--- src/rtl/battery_cell_safety_monitor_core_defines.svh ---
// Assertion macros for the battery cell safety monitor.
// Used by rtl/battery_cell_safety_monitor_core.sv; no other dependencies.
`ifndef BATTERY_CELL_SAFETY_MONITOR_CORE_DEFINES_SVH
`define BATTERY_CELL_SAFETY_MONITOR_CORE_DEFINES_SVH

// Clocked property, checked outside reset.
`define BCSM_ASSERT_CLK(lbl, prop, msg) \
  lbl: assert property (@(posedge clk_i) disable iff (!rst_ni) prop) else $error(msg);

// Same-cycle implication.
`define BCSM_ASSERT_IMPL(lbl, ante, cons, msg) \
  `BCSM_ASSERT_CLK(lbl, (ante) |-> (cons), msg)

// Next-cycle implication.
`define BCSM_ASSERT_NEXT(lbl, ante, cons, msg) \
  `BCSM_ASSERT_CLK(lbl, (ante) |=> (cons), msg)

`endif

--- src/rtl/bcsm_pkg.sv ---
// Types and constants for the battery cell safety monitor.
// No dependencies; imported by every module of the block.
`timescale 1ns / 1ps

package bcsm_pkg;

  localparam int unsigned MvW = 16;

  // Register reset values in millivolts
  localparam logic [MvW-1:0] MinCellRst      = 16'd3300;
  localparam logic [MvW-1:0] UvExitRst       = 16'd3600;
  localparam logic [MvW-1:0] MaxCellRst      = 16'd4400;
  localparam logic [MvW-1:0] ImbLimitRst     = 16'd300;
  localparam logic [MvW-1:0] ImbExitRst      = 16'd100;

  typedef enum logic [2:0] {
    REG_MIN_CELL  = 3'd0,
    REG_UV_EXIT   = 3'd1,
    REG_MAX_CELL  = 3'd2,
    REG_IMB_LIMIT = 3'd3,
    REG_IMB_EXIT  = 3'd4
  } cfg_idx_e;

  typedef enum logic [2:0] {
    CAUSE_SAFE    = 3'd0,
    CAUSE_UNDER   = 3'd1,
    CAUSE_OVER    = 3'd2,
    CAUSE_IMBAL   = 3'd3,
    CAUSE_HELD    = 3'd4,
    CAUSE_CLEARED = 3'd5
  } cause_e;

  typedef struct packed {
    logic [MvW-1:0] cell_one_mv;
    logic [MvW-1:0] cell_two_mv;
    logic [MvW-1:0] cell_three_mv;
  } in_t;

  typedef struct packed {
    logic   unsafe;
    cause_e cause;
    logic   undervolt_held;
    logic   imbalance_held;
  } out_t;

  typedef struct packed {
    logic [MvW-1:0] min_cell_mv;
    logic [MvW-1:0] undervolt_exit_mv;
    logic [MvW-1:0] max_cell_mv;
    logic [MvW-1:0] imbalance_limit_mv;
    logic [MvW-1:0] imbalance_exit_mv;
  } cfg_t;

  typedef struct packed {
    logic uv;
    logic imb;
  } latch_t;

endpackage

--- src/rtl/bcsm_cfg_regs.sv ---
// Threshold register file of the battery cell safety monitor.
// Depends on bcsm_pkg for the register indexes and reset values.
`timescale 1ns / 1ps

module bcsm_cfg_regs (
  input  logic                    clk_i,
  input  logic                    rst_ni,
  input  logic                    wr_en_i,
  input  logic [2:0]              wr_index_i,
  input  logic [bcsm_pkg::MvW-1:0] wr_data_i,
  output bcsm_pkg::cfg_t          cfg_o
);
  import bcsm_pkg::*;

  cfg_t cfg_q, cfg_d;

  // Decode the write; unknown indexes leave everything alone
  always_comb begin
    cfg_d = cfg_q;
    if (wr_en_i) begin
      case (cfg_idx_e'(wr_index_i))
        REG_MIN_CELL:  cfg_d.min_cell_mv        = wr_data_i;
        REG_UV_EXIT:   cfg_d.undervolt_exit_mv  = wr_data_i;
        REG_MAX_CELL:  cfg_d.max_cell_mv        = wr_data_i;
        REG_IMB_LIMIT: cfg_d.imbalance_limit_mv = wr_data_i;
        REG_IMB_EXIT:  cfg_d.imbalance_exit_mv  = wr_data_i;
        default:       cfg_d = cfg_q;
      endcase
    end
  end

  always_ff @(posedge clk_i or negedge rst_ni) begin
    if (!rst_ni) begin
      cfg_q.min_cell_mv        <= MinCellRst;
      cfg_q.undervolt_exit_mv  <= UvExitRst;
      cfg_q.max_cell_mv        <= MaxCellRst;
      cfg_q.imbalance_limit_mv <= ImbLimitRst;
      cfg_q.imbalance_exit_mv  <= ImbExitRst;
    end else begin
      cfg_q <= cfg_d;
    end
  end

  assign cfg_o = cfg_q;

endmodule

--- src/rtl/bcsm_judge.sv ---
// Compare logic of the battery cell safety monitor: one reading in, one verdict out.
// Depends on bcsm_pkg for the payload, threshold and latch types.
`timescale 1ns / 1ps

module bcsm_judge (
  input  bcsm_pkg::in_t    beat_i,
  input  bcsm_pkg::cfg_t   cfg_i,
  input  bcsm_pkg::latch_t latch_i,
  output bcsm_pkg::out_t   res_o,
  output bcsm_pkg::latch_t latch_o
);
  import bcsm_pkg::*;

  logic [MvW-1:0] c1, c2, c3;
  logic [MvW-1:0] d12, d23, d31;
  logic           any_under, any_over, any_imb, all_uv_exit, all_imb_exit;
  latch_t         nxt;

  assign c1 = beat_i.cell_one_mv;
  assign c2 = beat_i.cell_two_mv;
  assign c3 = beat_i.cell_three_mv;

  // Absolute pairwise differences
  assign d12 = (c1 > c2) ? (c1 - c2) : (c2 - c1);
  assign d23 = (c2 > c3) ? (c2 - c3) : (c3 - c2);
  assign d31 = (c3 > c1) ? (c3 - c1) : (c1 - c3);

  // Threshold compares
  assign any_under = (c1 < cfg_i.min_cell_mv) || (c2 < cfg_i.min_cell_mv) ||
                     (c3 < cfg_i.min_cell_mv);
  assign any_over  = (c1 > cfg_i.max_cell_mv) || (c2 > cfg_i.max_cell_mv) ||
                     (c3 > cfg_i.max_cell_mv);
  assign any_imb   = (d12 > cfg_i.imbalance_limit_mv) || (d23 > cfg_i.imbalance_limit_mv) ||
                     (d31 > cfg_i.imbalance_limit_mv);
  assign all_uv_exit  = (c1 > cfg_i.undervolt_exit_mv) && (c2 > cfg_i.undervolt_exit_mv) &&
                        (c3 > cfg_i.undervolt_exit_mv);
  assign all_imb_exit = (d12 < cfg_i.imbalance_exit_mv) && (d23 < cfg_i.imbalance_exit_mv) &&
                        (d31 < cfg_i.imbalance_exit_mv);

  // Priority chain: undervolt, overvolt, imbalance, then latch release, then held latches
  always_comb begin
    nxt          = latch_i;
    res_o.unsafe = 1'b0;
    res_o.cause  = CAUSE_SAFE;
    if (any_under) begin
      nxt.uv       = 1'b1;
      res_o.unsafe = 1'b1;
      res_o.cause  = CAUSE_UNDER;
    end else if (any_over) begin
      res_o.unsafe = 1'b1;
      res_o.cause  = CAUSE_OVER;
    end else if (any_imb) begin
      nxt.imb      = 1'b1;
      res_o.unsafe = 1'b1;
      res_o.cause  = CAUSE_IMBAL;
    end else if (latch_i.uv && all_uv_exit) begin
      nxt.uv       = 1'b0;
      res_o.unsafe = latch_i.imb;
      res_o.cause  = CAUSE_CLEARED;
    end else if (latch_i.imb && all_imb_exit) begin
      nxt.imb      = 1'b0;
      res_o.unsafe = latch_i.uv;
      res_o.cause  = CAUSE_CLEARED;
    end else if (latch_i.uv || latch_i.imb) begin
      res_o.unsafe = 1'b1;
      res_o.cause  = CAUSE_HELD;
    end
    res_o.undervolt_held = nxt.uv;
    res_o.imbalance_held = nxt.imb;
  end

  assign latch_o = nxt;

endmodule

--- src/rtl/battery_cell_safety_monitor_core.sv ---
// Top level of the battery cell safety monitor: input stage, judge, result stage.
// Depends on bcsm_pkg, bcsm_cfg_regs, bcsm_judge and the assertion macro header.
//
//   channel | direction | handshake               | payload
//   --------+-----------+-------------------------+---------------------------
//   in      | in        | in_valid_i / in_ready_o  | in_beat_i   (three cells)
//   out     | out       | out_valid_o / out_ready_i| out_beat_o  (verdict)
//   cfg     | in        | cfg_valid_i / cfg_ready_o| cfg_index_i, cfg_data_i
//
// One reading per cycle unless the output stalls; both stages are registered.
// The sticky latches update as a reading moves from the input stage to the result
// stage, so the next reading already sees them.
// Reset clears the stages and latches and loads the default thresholds.
// A stalled result holds the result stage; the input stage still takes one beat.
`timescale 1ns / 1ps
`include "battery_cell_safety_monitor_core_defines.svh"

module battery_cell_safety_monitor_core (
  input  logic                     clk_i,
  input  logic                     rst_ni,
  input  logic                     in_valid_i,
  output logic                     in_ready_o,
  input  bcsm_pkg::in_t            in_beat_i,
  output logic                     out_valid_o,
  input  logic                     out_ready_i,
  output bcsm_pkg::out_t           out_beat_o,
  input  logic                     cfg_valid_i,
  output logic                     cfg_ready_o,
  input  logic [2:0]               cfg_index_i,
  input  logic [bcsm_pkg::MvW-1:0] cfg_data_i
);
  import bcsm_pkg::*;

  cfg_t   cfg;
  in_t    s1_q;
  logic   s1_valid_q;
  out_t   out_q, res;
  logic   out_valid_q;
  latch_t latch_q, latch_nxt;
  logic   s1_fire, in_fire;

  // Threshold registers
  assign cfg_ready_o = 1'b1;

  bcsm_cfg_regs u_cfg (
    .clk_i      (clk_i),
    .rst_ni     (rst_ni),
    .wr_en_i    (cfg_valid_i),
    .wr_index_i (cfg_index_i),
    .wr_data_i  (cfg_data_i),
    .cfg_o      (cfg)
  );

  // Advance the input stage when the result stage is free or draining
  assign s1_fire    = s1_valid_q && (!out_valid_q || out_ready_i);
  assign in_ready_o = !s1_valid_q || s1_fire;
  assign in_fire    = in_valid_i && in_ready_o;

  always_ff @(posedge clk_i or negedge rst_ni) begin
    if (!rst_ni) begin
      s1_valid_q <= 1'b0;
    end else if (in_ready_o) begin
      s1_valid_q <= in_valid_i;
    end
  end

  always_ff @(posedge clk_i) begin
    if (in_fire) begin
      s1_q <= in_beat_i;
    end
  end

  bcsm_judge u_judge (
    .beat_i  (s1_q),
    .cfg_i   (cfg),
    .latch_i (latch_q),
    .res_o   (res),
    .latch_o (latch_nxt)
  );

  // Commit latches with the reading that produced them
  always_ff @(posedge clk_i or negedge rst_ni) begin
    if (!rst_ni) begin
      latch_q <= '0;
    end else if (s1_fire) begin
      latch_q <= latch_nxt;
    end
  end

  // Result stage
  always_ff @(posedge clk_i or negedge rst_ni) begin
    if (!rst_ni) begin
      out_valid_q <= 1'b0;
    end else if (s1_fire) begin
      out_valid_q <= 1'b1;
    end else if (out_ready_i) begin
      out_valid_q <= 1'b0;
    end
  end

  always_ff @(posedge clk_i) begin
    if (s1_fire) begin
      out_q <= res;
    end
  end

  assign out_valid_o = out_valid_q;
  assign out_beat_o  = out_q;

  // Checks
  `BCSM_ASSERT_IMPL(a_latch_matches_out, out_valid_q, (latch_q.uv == out_q.undervolt_held) && (latch_q.imb == out_q.imbalance_held), "latches disagree with last verdict")
  `BCSM_ASSERT_IMPL(a_under_sets_flag, out_valid_q && (out_q.cause == CAUSE_UNDER), out_q.undervolt_held && out_q.unsafe, "undervolt verdict without flag")
  `BCSM_ASSERT_IMPL(a_safe_clean, out_valid_q && (out_q.cause == CAUSE_SAFE), !out_q.unsafe && !out_q.undervolt_held && !out_q.imbalance_held, "safe verdict with flag held")
  `BCSM_ASSERT_IMPL(a_cleared_unsafe, out_valid_q && (out_q.cause == CAUSE_CLEARED), out_q.unsafe == (out_q.undervolt_held || out_q.imbalance_held), "cleared verdict disagrees with flags")
  `BCSM_ASSERT_NEXT(a_latch_hold, !s1_fire, $stable(latch_q), "latches moved without a reading")

endmodule
--- config.mk ---
export PLATFORM = sky130hd
export DESIGN_NAME = battery_cell_safety_monitor_core
export DESIGN_NICKNAME = d
export VERILOG_FILES = /design/src/rtl/bcsm_pkg.sv /design/src/rtl/bcsm_cfg_regs.sv /design/src/rtl/bcsm_judge.sv /design/src/rtl/battery_cell_safety_monitor_core.sv
export VERILOG_INCLUDE_DIRS = /design/src /design/src/rtl
export SDC_FILE = /design/constraint.sdc
export NUM_CORES = 1
export LEC_CHECK = 0
export ABC_AREA = 1
export CAP_MARGIN = 20
export CORE_ASPECT_RATIO = 1.1
export CORE_UTILIZATION = 60
export CTS_BUF_LIST = sky130_fd_sc_hd__clkbuf_4 sky130_fd_sc_hd__clkbuf_8
export CTS_CLUSTER_DIAMETER = 40
export DETAILED_ROUTE_END_ITERATION = 8
export DONT_BUFFER_PORTS = 1
export GPL_ROUTABILITY_DRIVEN = 0
export GPL_TIMING_DRIVEN = 0
export PLACE_DENSITY = 0.78
export SLEW_MARGIN = 10
export SYNTH_ARGS = -nofsm -noshare
export SYNTH_HDL_FRONTEND = slang
export SYNTH_HIERARCHICAL = 1
export SYNTH_SLANG_ARGS = --single-unit
--- constraint.sdc ---
create_clock -name clk_i -period 6.13 [get_ports clk_i]
set_input_delay 0.3065 -clock clk_i [delete_from_list [all_inputs] [get_ports clk_i]]
set_output_delay 0.3065 -clock clk_i [all_outputs]
set_load 0.005 [all_outputs]
# After elaboration in Yosys (flattened, before gate mapping)
# Cells that the tools add are included.
[op_classes]
reduce_logical = 27
n_eq_ne = 4
n_mux = 18
order_cmp = 18
addsub = 6
[op_table]
columns = ["cell", "count"]
rows = [
  ["16-bit > comparator", 12],
  ["16-bit less-than comparator", 6],
  ["16-bit subtractor", 6],
  ["16-bit two-way mux", 3],
  ["4-bit two-way mux", 3],
  ["2-bit AND reduction", 5],
  ["1-bit logical OR", 9],
  ["1-bit two-way mux", 9],
  ["1-bit logical AND", 8],
  ["3-bit by 2-bit equality test with 1-bit output, second input constant", 2],
  ["2-bit two-way mux", 3],
  ["3-bit by 1-bit equality test with 1-bit output, second input constant", 1],
  ["3-bit equality test, second input constant", 1],
  ["3-bit zero test", 1],
  ["3-bit OR reduction", 1],
  ["1-bit zero test", 2],
  ["2-bit nonzero test", 1],
]
[totals]
regBits = 138
output_inout_bits = 9
wordCells = 90

# Longest topological paths before layout
# Gate-level depths: netlist of the first run.
[depth]
ltp_word = 11
mapped_depth = 36
ltp_nobuf = 34

# By module
# Netlist of the first run, hierarchy kept.
[modules_own_cells]
columns = ["mod", "n_inst", "area_per_inst_um2", "seq_area_each_um2", "cells_per_inst"]
rows = [
  ["bcsm_judge", 1, 11018.1, 0.0, 1810],
  ["bcsm_cfg_regs", 1, 3270.6, 2028.2, 356],
  ["battery_cell_safety_monitor_core", 1, 1793.0, 1721.7, 75],
]

# Least setup slack after synthesis of the first run
# OpenSTA, ideal clock, no wires.
[synth_path]
path_type = "register -> register"
start = "register s1_q[0] in the netlist's numbering"
end = "register out_q, in the netlist out_beat_o[1], data pin"
arrival_ns = 3.512
required_ns = 5.879
setup_slack_ns = 2.366
path_buffers = 2
stages_incl_launch_ff = 27
period_less_slack_ns = 3.764
cell_sequence = "edfxtp_1 inv_1 ha_1 inv_1 fa_1 nand2_1 nand2_2 a21oi_4 o21ai_2 nand2_1 o211ai_2 nand2_4 buf_4 nand2_1 nand2_1 inv_1 ha_1 nand2_1 nor4_1 nand3_1 nand2_1 nand2_1 nor2_1 nand2_1 o21ai_0 nand2_1 buf_4"
[synth_lines]
columns = ["item", "line_no", "rtl"]
rows = [
  ["from (decl)", "battery_cell_safety_monitor_core.sv:35", "in_t s1_q;"],
  ["from (signal assigned)", "battery_cell_safety_monitor_core.sv:69", "s1_q <= in_beat_i;"],
  ["to (signal assigned)", "battery_cell_safety_monitor_core.sv:103", "out_q <= res;"],
  ["to (decl)", "battery_cell_safety_monitor_core.sv:37", "out_t out_q, res;"],
]

==> results of run 1 <==
-- path summary, 6_finish.rpt --
path                                              from                     endpoint  slack, ns  depth (start not counted)
hold / removal                              in_valid_i       s1_valid_q$_DFFE_PN0P_       0.02                          2
hold reg to reg            u_cfg/cfg_o[40]$_DFFE_PN1P_  u_cfg/cfg_o[40]$_DFFE_PN1P_       0.46                          2
min in group asynchronous                       rst_ni  u_cfg/cfg_o[14]$_DFFE_PN0P_       0.40                          2
setup / recovery                     s1_q[1]$_DFFE_PP_      out_beat_o[1]$_DFFE_PP_       1.03                         24
setup reg to reg                     s1_q[1]$_DFFE_PP_      out_beat_o[1]$_DFFE_PP_       1.03                         24
max in group asynchronous                       rst_ni  u_cfg/cfg_o[36]$_DFFE_PN1P_       5.35                          2
-- power by group through the flow --
stage	sequential, mW	combinational, mW	clock, mW
3_5_place_dp	1.31	2.40	0
2_1_floorplan	1.23	1.78	0
4_1_cts	1.29	2.48	0.809
6_report	1.30	2.57	0.813
3_3_place_gp	1.30	2.26	0
5_1_grt	1.31	2.88	0.849
-- sequential cells by signal, indices dropped and copies added (netlist names) --
signal	count
u_cfg/cfg_o	80
s1_q	48
latch_q	2
out_valid_o	1
s1_valid_q	1
out_beat_o	6
-- through the flow --
stage / worst slack (ns) / utilization, % / instances / instance area [um^2]
after detailed placement: 1.27 / 63.1 / 2594 / 16500
after CTS: 1.24 / 67.4 / 2694 / 17700
final: 1.03 / 67.4 / 2695 / 17700
after global placement: 1.38 / 63.0 / 2593 / 16500
after floorplan: 2.37 / - / 2241 / 16100
after global routing: 0.650 / 67.4 / 2695 / 17700
-- what timing repair did --
item | in CTS | in global routing
endpoints found under the setup margin | 0 | 0
hold buffers | 68 | 0
hold endpoints to repair | 212 | 0
setup buffers | 0 | 0
-- per-layer routing --
layer,vias up,track usage [%]
li1,7475,-
met1,7390,44.0
met2,909,63.5
met3,245,6.38
met4,0,28.9
met5,-,0
-- cell usage after synthesis, drive strengths merged (2+ instances only) --
library cell	n	area [um^2]
ha	327	4090
a21boi	7	52.6
a21o	11	82.6
a211oi	5	42.5
nand3	127	646
inv	336	1270
dfrtp	63	1580
fa	6	120
a31oi	7	50.1
edfxtp	54	1620
o21a	7	52.6
nand2	699	2680
clkbuf	7	33.8
xor2	63	552
and2	2	12.5
o211ai	4	40.0
dfstp	21	552
a21oi	175	902
nor3	17	85.1
o21ai	90	484
nor4	5	31.3
a22oi	2	15.0
buf	31	246
o21bai	14	105
nor2	133	546
xnor2	5	43.8
nand4	20	125
-- cell families after synthesis --
family	count (synthesis)
and+or+nand+nor	1004
buffers and inverters	374
adders and majority gates	333
AOI/OAI and AO/OA	323
DFF	138
xor gates and xnor gates	68
other	1
-- area by class of cell --
| cell class | count | share of cell area (%) |
|---|---|---|
| Multi-Input combinational cell | 1729 | 61.0 |
| Tap cell | 352 | 2.49 |
| Buffer | 38 | 1.59 |
| Timing Repair Buffer | 69 | 4.07 |
| Clock inverter | 15 | 1.06 |
| Antenna cell | 1 | 0.0142 |
| Sequential cell | 138 | 21.2 |
| Clock buffer | 17 | 1.32 |
| Inverter | 336 | 7.18 |
-- cell usage in the layout, fill, tap and decap left out, drive strengths merged, types with 5 or more instances in the layout --
cell type and count:
buf 33, nor3 17, a21o 11, inv 343, xor2 63, nand4 20, dfstp 21, a211oi 5
a31oi 7, edfxtp 54, dlygate4sd3 67, a21boi 7, nand2 699, ha 327, nand3 127, fa 6
nor2 133, nor4 5, clkbuf 24, dfrtp 63, a21oi 175, o21a 7, xnor2 5, o21bai 14
o21ai 90
-- worst max-delay path, stage by stage (launching register included) --
cell and delay, ns:
edfxtp_1 0.68, inv_1 0.25, ha_1 0.37, nand2_2 0.09, o21ai_2 0.25, a21oi_1 0.17
o21ai_0 0.55, nand2_1 0.16, nand3_1 0.11, nand2_1 0.06, nand2_1 0.06, nand2_1 0.05
nand2_1 0.06, inv_1 0.07, ha_1 0.30, nand2_1 0.09, nor4_1 0.40, nand3_1 0.13
nand2_1 0.10, nand2_1 0.05, nor2_1 0.29, nand2_1 0.17, o21ai_0 0.17, nand2_1 0.09
buf_4 0.16
==> metrics.txt, run 1 <==
share of cells above drive strength 1 5.98%; Initial Utilization 61.3%; Synth Area in Adders between 20% and 30%; status completed; Synth Area in Compound Gates 11.4%; Psw approximately 2.2 mW; Hold Path Class primary input to flip-flop; WL/cell 19.2 um; yosys warns 6; core area 0.0262 mm^2; area of the multi-input gates roughly 0.011 mm^2; post-synthesis mux area share 0%; RSZ-0062 raised after global routing false; Fin Setup TNS 0 ns; combinational share of power a little over half; Overall Power 4.68 mW; sequential share of power 27.8%; clk_lat worst skew around 0.48 ns; endpoint type of the worst setup path flip-flop; Syn Nets 2646; Die Footprint between 0.02 and 0.03 mm^2; Tmin final around 5 ns; total clock sinks 138; Overall Global Routing Usage a little under two fifths; Detail Route met2 WL roughly 24 mm; IO Pins 81; Rel. slew slack between 50% and 60%; Syn Std Cell Area 0.0161 mm^2; max_cap viols 0; Critical Path Source Type flip-flop; XOR/XNOR share of the synthesized area 3.70%; FFs w/ async S/R, synth 60.9%; Final Cycle Share 83.2%; Avg Cell Area, Syn 7.18 um^2; Seq cells post-synth 138; total number of H-tree levels 4; Final ANT Viol Nets 0; Mapped Cells 2241; post-synthesis sequential area ratio 23.3%; Vias 16019; Top FF cell, synth dfrtp_1; fill count 2249; Synth Area in Simple Gates 25.7%; clock share of power 17.4%; met3 WL 4.36 mm; # DRC 0; TritonCTS clock tree built; PwrDens around 260 mW/mm^2; Final setup viols 0; cts bufs inserted 17; Post-layout nets around 2700; largest family of logic cells by synthesized area adder cells; vias per inst 5.94; crit path max fanout 8; Pre-Repair DR Iteration Count 6; # rows 62; CTS root buf clkbuf_8; Clock Path Buffers 2; Metal-1 WL 19.2 mm; Synth cell types 48; largest net degree at the start of global routing 85; FMAX a little under 0.2 GHz; Worst Tran Pin Value approximately 0.64 ns; final WL 51.9 mm; CTS resizes 0; antenna violations before repair 1; Storage cell area between 0.003 and 0.004 mm^2; clock skew 0.0142 ns; number of synthesized flops with an enable pin 54; Worst EP arrival between 5 and 6 ns; Synth-to-Final Area Change 9.83%; Pleak 9.50 nW; Port Buf Inserts 0; first-pass GRT wire length 79.3 mm; Pint 2.47 mW; Die Y about 170 um; die width ~160 um; DPL Wire Length 41.1 mm; Net Sw Frac 47.2%; hold slack between 0.015 and 0.02 ns; clock-pin slew on the worst setup and hold paths 0.10 ns; remaining global-route overflow 0; final slew viol count 0; final hold violations 0; VDD IR max around 0.00036 V; Worst EP required 6.36 ns; top routing layer in use met4; Setup Crit Path Kind flip-flop to flip-flop; vias in the first global route 15487; iteration-0 DRC count of the detailed router 1598
No activity file was read; power rests on OpenSTA's default activity.
==> inputs of run 2 (changes only) <==
PLACE_DENSITY = 0.81   (was 0.78)
clock period = 4.6 ns   (was 6.13 ns; I/O delays follow)
==> run 2 against run 1 <==
Final cell count up 2.8%. Via count grew 4.8%. Count of clock-buffer cells in the layout stayed put. Sequential cell count stayed put. Core utilization increased by 3.0 points. Combinational power is 42% higher. First-iteration DRC count grew 12%. Non-clock buffer count increased by 76. Sequential power rose by 33%. Maximum frequency up 12%. Total power rose by 39%. Worst hold slack improved by 0.0036 ns. Critical endpoint unchanged. Largest power group unchanged. Highest routed layer unchanged.
==> metrics.txt, run 2 (synthesis results as in run 1) <==
status completed; Die Footprint 0.0275 mm^2 (unchanged); Worst Tran Pin Value 0.666 ns (+0.0281 ns); Largest register FFs 80 (unchanged); Storage cell area 0.00375 mm^2 (unchanged); area of the multi-input gates 0.0110 mm^2 (+1.6%); post-place instance area 0.0165 mm^2 (unchanged); Rel. slew slack 55.4% (-1.6 points); Pre-Repair DR Iteration Count 8 (+2); Vias 16784 (+4.8%); FMAX 0.220 GHz (+12%); final instance area 0.0185 mm^2 (+4.5%); CTS root buf clkbuf_8; Final ANT Viol Nets 0 (unchanged); Die Y 174 um (unchanged); vias in the first global route 15916 (+2.8%); remaining global-route overflow 0 (unchanged); crit path max fanout 10 (+2); VDD IR max 0.000363 V (+1.7%); Fin Setup TNS 0 ns (unchanged); fill count 2029 (-9.8%); vias per inst 6.06 (+1.9%); max_cap viols 0 (unchanged); Worst EP arrival 4.77 ns (-0.56 ns); clock skew 0.0268 ns (+0.0126 ns); clock-pin slew on the worst setup and hold paths 0.11 ns (about the same); WL/cell 20.2 um (+5.2%); Synth-to-Final Area Change 14.8%; Final setup viols 0 (unchanged); Port Buf Inserts 0 (unchanged); Hold Path Class primary input to flip-flop; first-pass GRT wire length 83.4 mm (+5.2%); largest net degree at the start of global routing 85 (unchanged); Post-layout nets 2810 (+2.8%); Final Cycle Share 98.8% (+16 points); PwrDens 352 mW/mm^2 (+33%); commonest non-fill, non-tap cell in the layout nand2_1; Critical Path Source Type flip-flop; # DRC 0 (unchanged); total clock sinks 138 (unchanged); Worst EP required 4.83 ns (-1.53 ns); Overall Global Routing Usage 40.4% (+2.0 points); Setup Crit Path Kind flip-flop to flip-flop; DPL Wire Length 40.4 mm (-1.6%); final slew viol count 0 (unchanged); core area 0.0262 mm^2 (unchanged); IO Pins 81 (unchanged); clk_lat worst skew 0.49 ns (about the same); share of cells above drive strength 1 10.3% (+4.4 points); Tmin final 4.54 ns (-0.555 ns); hold slack 0.0236 ns (+0.00365 ns); Clock Path Buffers 2 (unchanged); TritonCTS clock tree built; antenna violations before repair 0 (-1); Pleak 9.87 nW (+4.0%); final WL 56.1 mm (+8.2%); cts bufs inserted 17 (unchanged); Initial Utilization 61.3% (unchanged); total number of H-tree levels 4 (unchanged); Overall Power 6.50 mW (+39%); iteration-0 DRC count of the detailed router 1796 (+12%); endpoint type of the worst setup path flip-flop; final core utilization 70.4% (+3.0 points); # rows 62 (unchanged); most frequent cells in the layout 679 x nand2_1, 322 x inv_1, 319 x ha_1; final hold violations 0 (unchanged); die width 158 um (unchanged)
[run 2: changes by cell type in the layout (fill, tap and decap cells not counted), moves of 4 or more]
cell,delta
nand2_2,+6
nor3_2,+4
nor3_1,-4
ha_2,+8
a21oi_1,-4
buf_4,+70
o21ai_0,-9
ha_1,-8
o21ai_1,+7
nand2_1,-7
dlygate4sd3_1,+5
[run 2: critical path: stages (launching register included)]
cell      delay, ns
edfxtp_1       0.58
inv_1          0.14
ha_1           0.40
a21oi_1        0.45
o21ai_2        0.15
nand2_1        0.11
o211ai_2       0.10
nand2_4        0.18
buf_8          0.16
nand2_1        0.06
nand2_1        0.14
inv_1          0.12
ha_1           0.33
nand2_1        0.10
nor4_4         0.29
nand3_1        0.11
nand2_1        0.09
nand2_1        0.09
nor2_4         0.18
nand2_2        0.09
o21ai_1        0.15
nand2_1        0.09
buf_4          0.17
[run 2: per-stage QoR]
step | setup slack [ns] | instances
after floorplan | 0.836 | 2241
after global placement | -0.181 | 2593
after detailed placement | -0.248 | 2594
after CTS | 0.0235 | 2706
after global routing | -0.0904 | 2770
final | 0.0555 | 2771
[run 2: power breakdown]
part           total [mW]  leakage (nW)  internal, mW  switching, mW
Combinational        3.64          8.13          1.34           2.30
Clock                1.13         0.216         0.559          0.576
Sequential           1.73          1.53          1.50          0.229
[run 2: per-layer routing]
metal | part of all wire (%) | track usage, %
met4 | 11 | 36.0
met1 | 35 | 46.0
met2 | 44 | 63.5
met3 | 9.2 | 8.25
met5 | 0 | 0
[run 2: worst paths after layout]
path / end / slack (ns) / depth (start not counted) / start
min in group asynchronous: u_cfg/cfg_o[13]$_DFFE_PN0P_ / 0.28 / 2 / rst_ni
hold reg to reg: u_cfg/cfg_o[74]$_DFFE_PN1P_ / 0.46 / 2 / u_cfg/cfg_o[74]$_DFFE_PN1P_
setup reg to reg: out_beat_o[1]$_DFFE_PP_ / 0.06 / 22 / s1_q[7]$_DFFE_PP_
hold / removal: u_cfg/cfg_o[2]$_DFFE_PN1P_ / 0.02 / 4 / cfg_valid_i
setup / recovery: out_beat_o[1]$_DFFE_PP_ / 0.06 / 22 / s1_q[7]$_DFFE_PP_
max in group asynchronous: u_cfg/cfg_o[2]$_DFFE_PN1P_ / 3.91 / 2 / rst_ni
[run 2: final cells by class]
type	instances	area share, %
sequential	138	20.3
inverter	336	6.87
multi-input combinational	1729	59.4
clock buffer	17	1.27
timing repair buffer	146	7.16
antenna	1	0.0136
clock inverter	15	1.08
tap	352	2.39
buffer	37	1.53
[run 2: repair_timing]
item | CTS | global route
gates resized for setup | 6 | 53
hold buffers | 73 | 0
hold endpoints to repair | 214 | 0
setup endpoints to repair | 6 | 8
pin swaps | 1 | 13
setup buffers | 7 | 65
